==> src/rtl/core/rit_pkg.sv <==
// ----------------------------------------------------------------------------
// rit_pkg
// Types and codes shared by the identifier translator and its table cells.
// ----------------------------------------------------------------------------
package rit_pkg;

    localparam logic [3:0] MODE_O2N       = 4'd0;
    localparam logic [3:0] MODE_O2N_SPEC  = 4'd1;
    localparam logic [3:0] MODE_N2O       = 4'd2;
    localparam logic [3:0] MODE_ADD_SPEC  = 4'd3;
    localparam logic [3:0] MODE_ADD_ATOM  = 4'd4;
    localparam logic [3:0] MODE_ATOM_FWD  = 4'd5;
    localparam logic [3:0] MODE_ATOM_REV  = 4'd6;
    localparam logic [3:0] MODE_SPEC_LOOK = 4'd7;
    localparam logic [3:0] MODE_CHK_OLD   = 4'd8;
    localparam logic [3:0] MODE_CHK_NEW   = 4'd9;

    localparam logic [1:0] ST_HIT    = 2'd0;
    localparam logic [1:0] ST_MISS   = 2'd1;
    localparam logic [1:0] ST_STORED = 2'd2;
    localparam logic [1:0] ST_FULL   = 2'd3;

    localparam logic [2:0] REG_OLD_BASE = 3'd0;
    localparam logic [2:0] REG_OLD_MASK = 3'd1;
    localparam logic [2:0] REG_NEW_BASE = 3'd2;
    localparam logic [2:0] REG_NEW_MASK = 3'd3;
    localparam logic [2:0] REG_OLD_ROOT = 3'd4;
    localparam logic [2:0] REG_NEW_ROOT = 3'd5;

    localparam logic [31:0] ATOM_PASS_LIMIT = 32'd68;

    typedef struct packed {
        logic [3:0]  mode;
        logic [31:0] id;
        logic [31:0] partner_id;
    } req_t;

    typedef struct packed {
        logic [31:0] result_id;
        logic [1:0]  status;
    } rsp_t;

    // token passed cell to cell along a table chain
    typedef struct packed {
        logic        active;
        logic        wr;       // insert operation
        logic        commit;   // write pass (second sweep)
        logic [31:0] key;
        logic [31:0] value;
        logic        hit;
        logic [31:0] hit_value;
        logic        free_seen;
        logic        claimed;  // commit already placed
    } tok_t;

endpackage

==> src/rtl/core/rit_cell.sv <==
// ----------------------------------------------------------------------------
// rit_cell
// One table entry: compares the passing token with its key and updates it.
// ----------------------------------------------------------------------------
module rit_cell (
    input  logic           clk,
    input  logic           rst_n,
    input  rit_pkg::tok_t  tok_in,
    output rit_pkg::tok_t  tok_out
);

    logic        valid_reg;
    logic [31:0] key_reg;
    logic [31:0] value_reg;
    logic        match;
    logic        do_write;
    rit_pkg::tok_t tok_next;
    rit_pkg::tok_t tok_reg;

    assign match = valid_reg && (key_reg == tok_in.key);

    // on the commit pass the earlier search decided: hit -> write the match,
    // else write the first free entry
    assign do_write = tok_in.active && tok_in.commit && !tok_in.claimed &&
                      (tok_in.hit ? match : !valid_reg);

    always_comb
    begin
        tok_next = tok_in;
        if (tok_in.active && !tok_in.commit)
        begin
            if (match && !tok_in.hit)
            begin
                tok_next.hit       = 1'b1;
                tok_next.hit_value = value_reg;
            end
            if (!valid_reg)
                tok_next.free_seen = 1'b1;
        end
        if (do_write)
            tok_next.claimed = 1'b1;
    end

    always_ff @(posedge clk or negedge rst_n)
    begin
        if (!rst_n)
        begin
            valid_reg <= 1'b0;
            tok_reg   <= '0;
        end
        else
        begin
            tok_reg <= tok_next;
            if (do_write)
                valid_reg <= 1'b1;
        end
    end

    always_ff @(posedge clk)
    begin
        if (do_write)
        begin
            key_reg   <= tok_in.key;
            value_reg <= tok_in.value;
        end
    end

    assign tok_out = tok_reg;

endmodule

==> src/rtl/core/rit_chain.sv <==
// ----------------------------------------------------------------------------
// rit_chain
// A row of table cells; a token enters at cell zero, passes each cell's
// register in turn and exits at the last one carrying the search outcome.
// ----------------------------------------------------------------------------
module rit_chain #(
    parameter int DEPTH = 16
) (
    input  logic           clk,
    input  logic           rst_n,
    input  rit_pkg::tok_t  tok_in,
    output rit_pkg::tok_t  tok_out
);

    rit_pkg::tok_t link [DEPTH+1];

    assign link[0] = tok_in;

    for (genvar g = 0; g < DEPTH; g++)
    begin : g_cell
        rit_cell u_cell (
            .clk     (clk),
            .rst_n   (rst_n),
            .tok_in  (link[g]),
            .tok_out (link[g+1])
        );
    end

    assign tok_out = link[DEPTH];

endmodule

==> config.mk <==
export PLATFORM = sky130hd
export DESIGN_NAME = rit_chain
export DESIGN_NICKNAME = d
export VERILOG_FILES = /design/src/rtl/core/rit_pkg.sv /design/src/rtl/core/rit_cell.sv /design/src/rtl/core/rit_chain.sv
export SDC_FILE = /design/constraint.sdc
export NUM_CORES = 2
export LEC_CHECK = 0
export ABC_AREA = 1
export CAP_MARGIN = 10
export CORE_ASPECT_RATIO = 1.25
export CORE_MARGIN = 1.5
export CORE_UTILIZATION = 60
export DETAILED_ROUTE_END_ITERATION = 6
export DONT_BUFFER_PORTS = 1
export GPL_ROUTABILITY_DRIVEN = 1
export PLACE_DENSITY = 0.87
export SYNTH_ARGS = -nofsm -noshare
export SYNTH_HDL_FRONTEND = slang
export SYNTH_SLANG_ARGS = --single-unit
==> constraint.sdc <==
create_clock -name clk -period 4.3 [get_ports clk]
set_input_delay 0.215 -clock clk [delete_from_list [all_inputs] [get_ports clk]]
set_output_delay 0.215 -clock clk [all_outputs]
set_load 0.05 [all_outputs]
Yosys cells after proc, flatten, opt, wreduce, memory -nomap -nowiden. Cells that the tools add are included.

Eq/ne operators: 16. Mux-type cells: 80. Reduce and logical (&&, ||, !) cells: 160.

Operators by type and width (number): $mux 34 (16); $mux 33 (16); $eq 32x32->1 (16); $logic_and 1x1->1 (96); $logic_not 1->1 (64); $mux 1 (48).

Register bits: 2672. Output and inout bits: 102. Logic and storage cells: 448.

Depth between registers and ports, before layout.
Word-level depth: 5. Mapped depth: 12. Depth with buffers taken out: 11.

Hierarchy. A second synthesis with hierarchy kept.

Cell total of the unflattened synthesis: 7040. Area total of the unflattened synthesis: 92248.5 sq um.

Modules (own cells, without submodules): rit_cell (times used 16, cells an instance 440, area each 5765.5 sq um, sequential area each 4499.3 sq um).

Least setup slack after synthesis. No wires, ideal clock.

Path kind: register -> register. Start point: register g_cell[1].u_cell.tok_reg, in the netlist g_cell[1].u_cell.tok_out[95]. End point: register g_cell[2].u_cell.key_reg[0], enable pin. Setup time: 0.418 ns. Arrival: 2.476 ns. Setup slack: 1.406 ns. Cell stages (with the launch flop): 7. Path buffers: 0. Period minus slack after synthesis: 2.894 ns. Path through: dfrtp_1 > xor2_1 > nor3_2 > nand3_2 > nor2_4 > o21ai_0 > inv_1.

Cells in the longest elaborated chain, start to end: 4.

RTL lines: start, declared (RTL line rit_cell.sv:18) `rit_pkg::tok_t tok_reg;`; start signal, assigned (RTL line rit_cell.sv:53) `tok_reg <= tok_next;`; $eq 32x32->1 (RTL line rit_cell.sv:20) `assign match = valid_reg && (key_reg == tok_in.key);`; $logic_and 1x1->1 (RTL line rit_cell.sv:20); $mux 1 (RTL line rit_cell.sv:25) `(tok_in.hit ? match : !valid_reg);`; $logic_and 1x1->1 (RTL line rit_cell.sv:24) `assign do_write = tok_in.active && tok_in.commit && !tok_in.claimed &&`; via g_cell[2].u_cell.do_write (RTL line rit_cell.sv:16) `logic do_write;`; end signal, assigned (RTL line rit_cell.sv:63) `key_reg <= tok_in.key;`; end, declared (RTL line rit_cell.sv:13) `logic [31:0] key_reg;`.

The timed path passes the listed nets, and every way through them passes these cells. A chain may end at the register's enable or synchronous reset.

Worst setup path in the final report.
Start point: register g_cell[1].u_cell.tok_reg, in the netlist g_cell[1].u_cell.tok_out[71]. End point: register g_cell[2].u_cell.value_reg[19], enable pin.

Cells in the longest elaborated chain, start to end: 4.

RTL lines: $eq 32x32->1 (RTL line rit_cell.sv:20); $logic_and 1x1->1 (RTL line rit_cell.sv:20); $mux 1 (RTL line rit_cell.sv:25); $logic_and 1x1->1 (RTL line rit_cell.sv:24); via g_cell[2].u_cell.do_write (RTL line rit_cell.sv:16); end signal, assigned (RTL line rit_cell.sv:64) `value_reg <= tok_in.value;`; end, declared (RTL line rit_cell.sv:14) `logic [31:0] value_reg;`.

The timed path passes the listed nets, and every way through them passes these cells.

==> key figures <==
Outcome
  • Violated checks: hold timing
  • Status: finished, violations left

Worst setup path
  • Critical path, cell by cell: xnor2_1 -> nand2_1 -> nor2_1 -> nand3_2 -> nor2_4 -> o21ai_0 -> inv_2 -> buf_12
  • Critical path class: reg -> reg
  • Crit path DAT: 4400 ps
  • Critical Path End: g_cell[2].u_cell.value_reg[19]
  • FF-to-FF path depth: 8
  • Worst setup EP type: flip-flop
  • FF-to-FF Start: g_cell[1].u_cell.tok_out[71]
  • CP Max Fanout: 34
  • Worst path slowest cell: nor2_4
  • R2R Setup Slk: 450 ps
  • RR Endpoint: g_cell[2].u_cell.value_reg[19]
  • Setup crit start: g_cell[1].u_cell.tok_out[71]
  • Startpoint types: flip-flop
  • CP max stage delay: 670 ps
  • WP data required: 4850 ps

Place
  • Pre-CTS setup slack: -71.6 ps
  • Routability congestion estimate: 0.895
  • Port Buf Inserts: 0
  • HPWL after DPL: 112 mm

Clock network
  • Worst-path clk slew: 70 ps
  • Clock Latency Late Sink: 890 ps
  • # Post-CTS Setup Buffers: 0
  • Clock Sinks: 2672
  • # hold bufs at CTS: 186
  • CTS tree: yes
  • Root Buffer: clkbuf_16
  • Clock tree buffer depth: 3
  • H-tree Lvls: 4
  • Post-CTS sizing: 0
  • Cts bufs inserted: 234

Global route
  • Total GRT Usage: 28.8%
  • Initial antenna violation count: 2
  • First-pass GRT wire length: 346 mm
  • Vias in the first global route: 60000
  • GRT overflow: 0
  • Largest net degree at the start of global routing: 264

Yosys
  • Syn Area/Cell: 13.1 sq um
  • Unique masters post-synth: 31
  • Post-synth EDFFs: 1024
  • Main synth FF type: dfrtp_1
  • Seq/Total Area, Yosys: 78.0%
  • Async set-or-reset flop fraction in the synthesized netlist: 61.7%
  • Top post-synthesis cells by area: dfrtp_1, edfxtp_1, nand2_1
  • #FFs+latches synth: 2672
  • Synth warnings: 0
  • Mapped Nets: 7143
  • Area share of the largest cell type after synthesis: 44.7%
  • Cell type with the largest total area after synthesis: dfrtp_1
  • Syn Std Cell Area: 92300 sq um
  • Mapped Cells: 7039

Route
  • DR pass1 iterations: 7
  • WL met1: 71.2 mm
  • Initial drt markers: 6716
  • Via density: 5.82
  • Via Count: 55700
  • WL met3: 13.1 mm
  • Number of nets with antenna violations after routing: 0
  • WL met2: 122 mm
  • Wire per inst: 23.1 microns
  • Max layer used: met4
  • DRC errors left: 0
  • Overall routed net length: 222 mm

Final layout
  • Syn-to-layout area delta: 12.7%
  • Fill count: 8452
  • Number of flip-flops in the largest register: 1632
  • Final nets: 7437
  • Sequential cell area: 72000 sq um
  • Share of cells above drive strength 1: 8.85%
  • Multi-input logic area: 16000 sq um

Floorplan
  • Placement Rows: 160
  • Die area: 156000 sq um
  • Core Footprint: 152000 sq um
  • Initial Util: 60.6%
  • Die Span Y: 441 microns
  • I/O pins: 206
  • Chip width: 354 microns

STA
  • Post-route worst setup slack: 452 ps
  • Period utilization: 89.5%
  • RSZ-0062 raised after global routing: false
  • Final Max Tran Viols: 0
  • FMAX: 0.260 GHz
  • Setup Skew: 59.5 ps
  • Setup tns final: 0 ps
  • Slew @ Worst Pin: 1210 ps
  • Final setup fails: 0
  • Hold Violations, Final: 173
  • Max-slew headroom: 19.5%
  • Worst hold margin: -603 ps
  • Tmin final: 3850 ps

Worst hold path
  • Worst min path class: in -> async

Pwr
  • PwrDens: 501 nW/um^2
  • VDD IR max: 0.495 mV
  • Leakage Power: 46.0 nW

Job
  • Max-Cap Viols: 0
per-stage QoR:
step	utilization, %	total power, mW	hold WS, ps	std cells	instance area, sq um
after detailed placement	61.8	30.2	-77.3	8933	94100
after CTS	68.2	51.9	-569	9569	104000
after floorplan	-	29.3	-80.6	7039	92300
after global routing	68.3	53.5	-544	9574	104000
final	68.3	52.2	-603	9574	104000
after global placement	61.8	30.0	-76.6	8933	94100
layer usage:
layer | track usage, % | vias up
li1 | - | 23500
met1 | 30.0 | 27900
met2 | 54.3 | 3311
met3 | 4.38 | 956
met4 | 17.8 | 0
met5 | 0 | -
worst min-delay path by stage:
stage                                               end  slack, ps  cells past startpoint
after CTS                 g_cell[14].u_cell.tok_out[76]       -570                      1
after global routing      g_cell[15].u_cell.tok_out[93]       -540                      1
final                     g_cell[15].u_cell.tok_out[84]       -600                      1
after detailed placement  g_cell[15].u_cell.tok_out[81]        -80                      0
after global placement    g_cell[15].u_cell.tok_out[84]        -80                      0
after floorplan             g_cell[0].u_cell.tok_out[0]        -80                      0
synth_stat cells, types with 18 or more instances:
master	instances
xnor2_1	82
nor2_2	82
nand3_1	42
xor2_1	39
nand2_1	2142
nor2_1	261
dfrtp_1	1648
nand4_1	517
edfxtp_1	1024
or2_2	49
o21ai_0	45
inv_1	713
o21ai_1	44
nand3_2	18
buf_6	96
buf_2	27
clkbuf_1	68
inv_2	18
nor2_4	19
worst max-delay path: cells and delay by family (launching register included):
kind                   cells  cell delay, ps
AND/OR/NAND/NOR            4            1160
flip-flops                 1             450
XOR/XNOR                   1             560
buffers and inverters      2             910
AO/OA/AOI/OAI              1             410
final cells by class:
| class | instances | area share, % |
|---|---|---|
| antenna | 2 | 0.00481 |
| multi-input combinational | 3427 | 15.4 |
| sequential | 2672 | 69.2 |
| clock buffer | 343 | 6.46 |
| inverter | 748 | 2.70 |
| timing repair buffer | 250 | 2.63 |
| tap | 2025 | 2.44 |
| clock inverter | 107 | 1.18 |
cell families (layout without fill, tap and decap cells):
family	count (synthesis)	count (layout)	synth area share, %
compound gates	126	126	0.758
flops	2672	2672	78.0
xor+xnor	121	121	1.15
other cells	0	2	0
buf+inv	940	1448	4.64
simple gates	3180	3180	15.4
where the power goes:
part	total [mW]	leakage, nW	internal, mW	switching [mW]
Clock	22.0	3.90	12.3	9.74
Sequential	28.4	28.4	27.5	0.915
Combinational	1.78	13.7	0.498	1.28
Total	52.2	46.0	40.2	11.9
layout by cell type (no fill, tap or decap), types with 44 or more instances in the layout:
master         instances
nand2_1             2142
dfrtp_1             1648
edfxtp_1            1024
inv_1                697
nand4_1              517
nor2_1               261
clkbuf_16            237
dlygate4sd3_1        185
nor2_2                82
xnor2_1               82
clkbuf_1              67
or2_2                 49
clkinv_2              46
o21ai_0               45
o21ai_1               44
(Power assumes the default switching activity.)
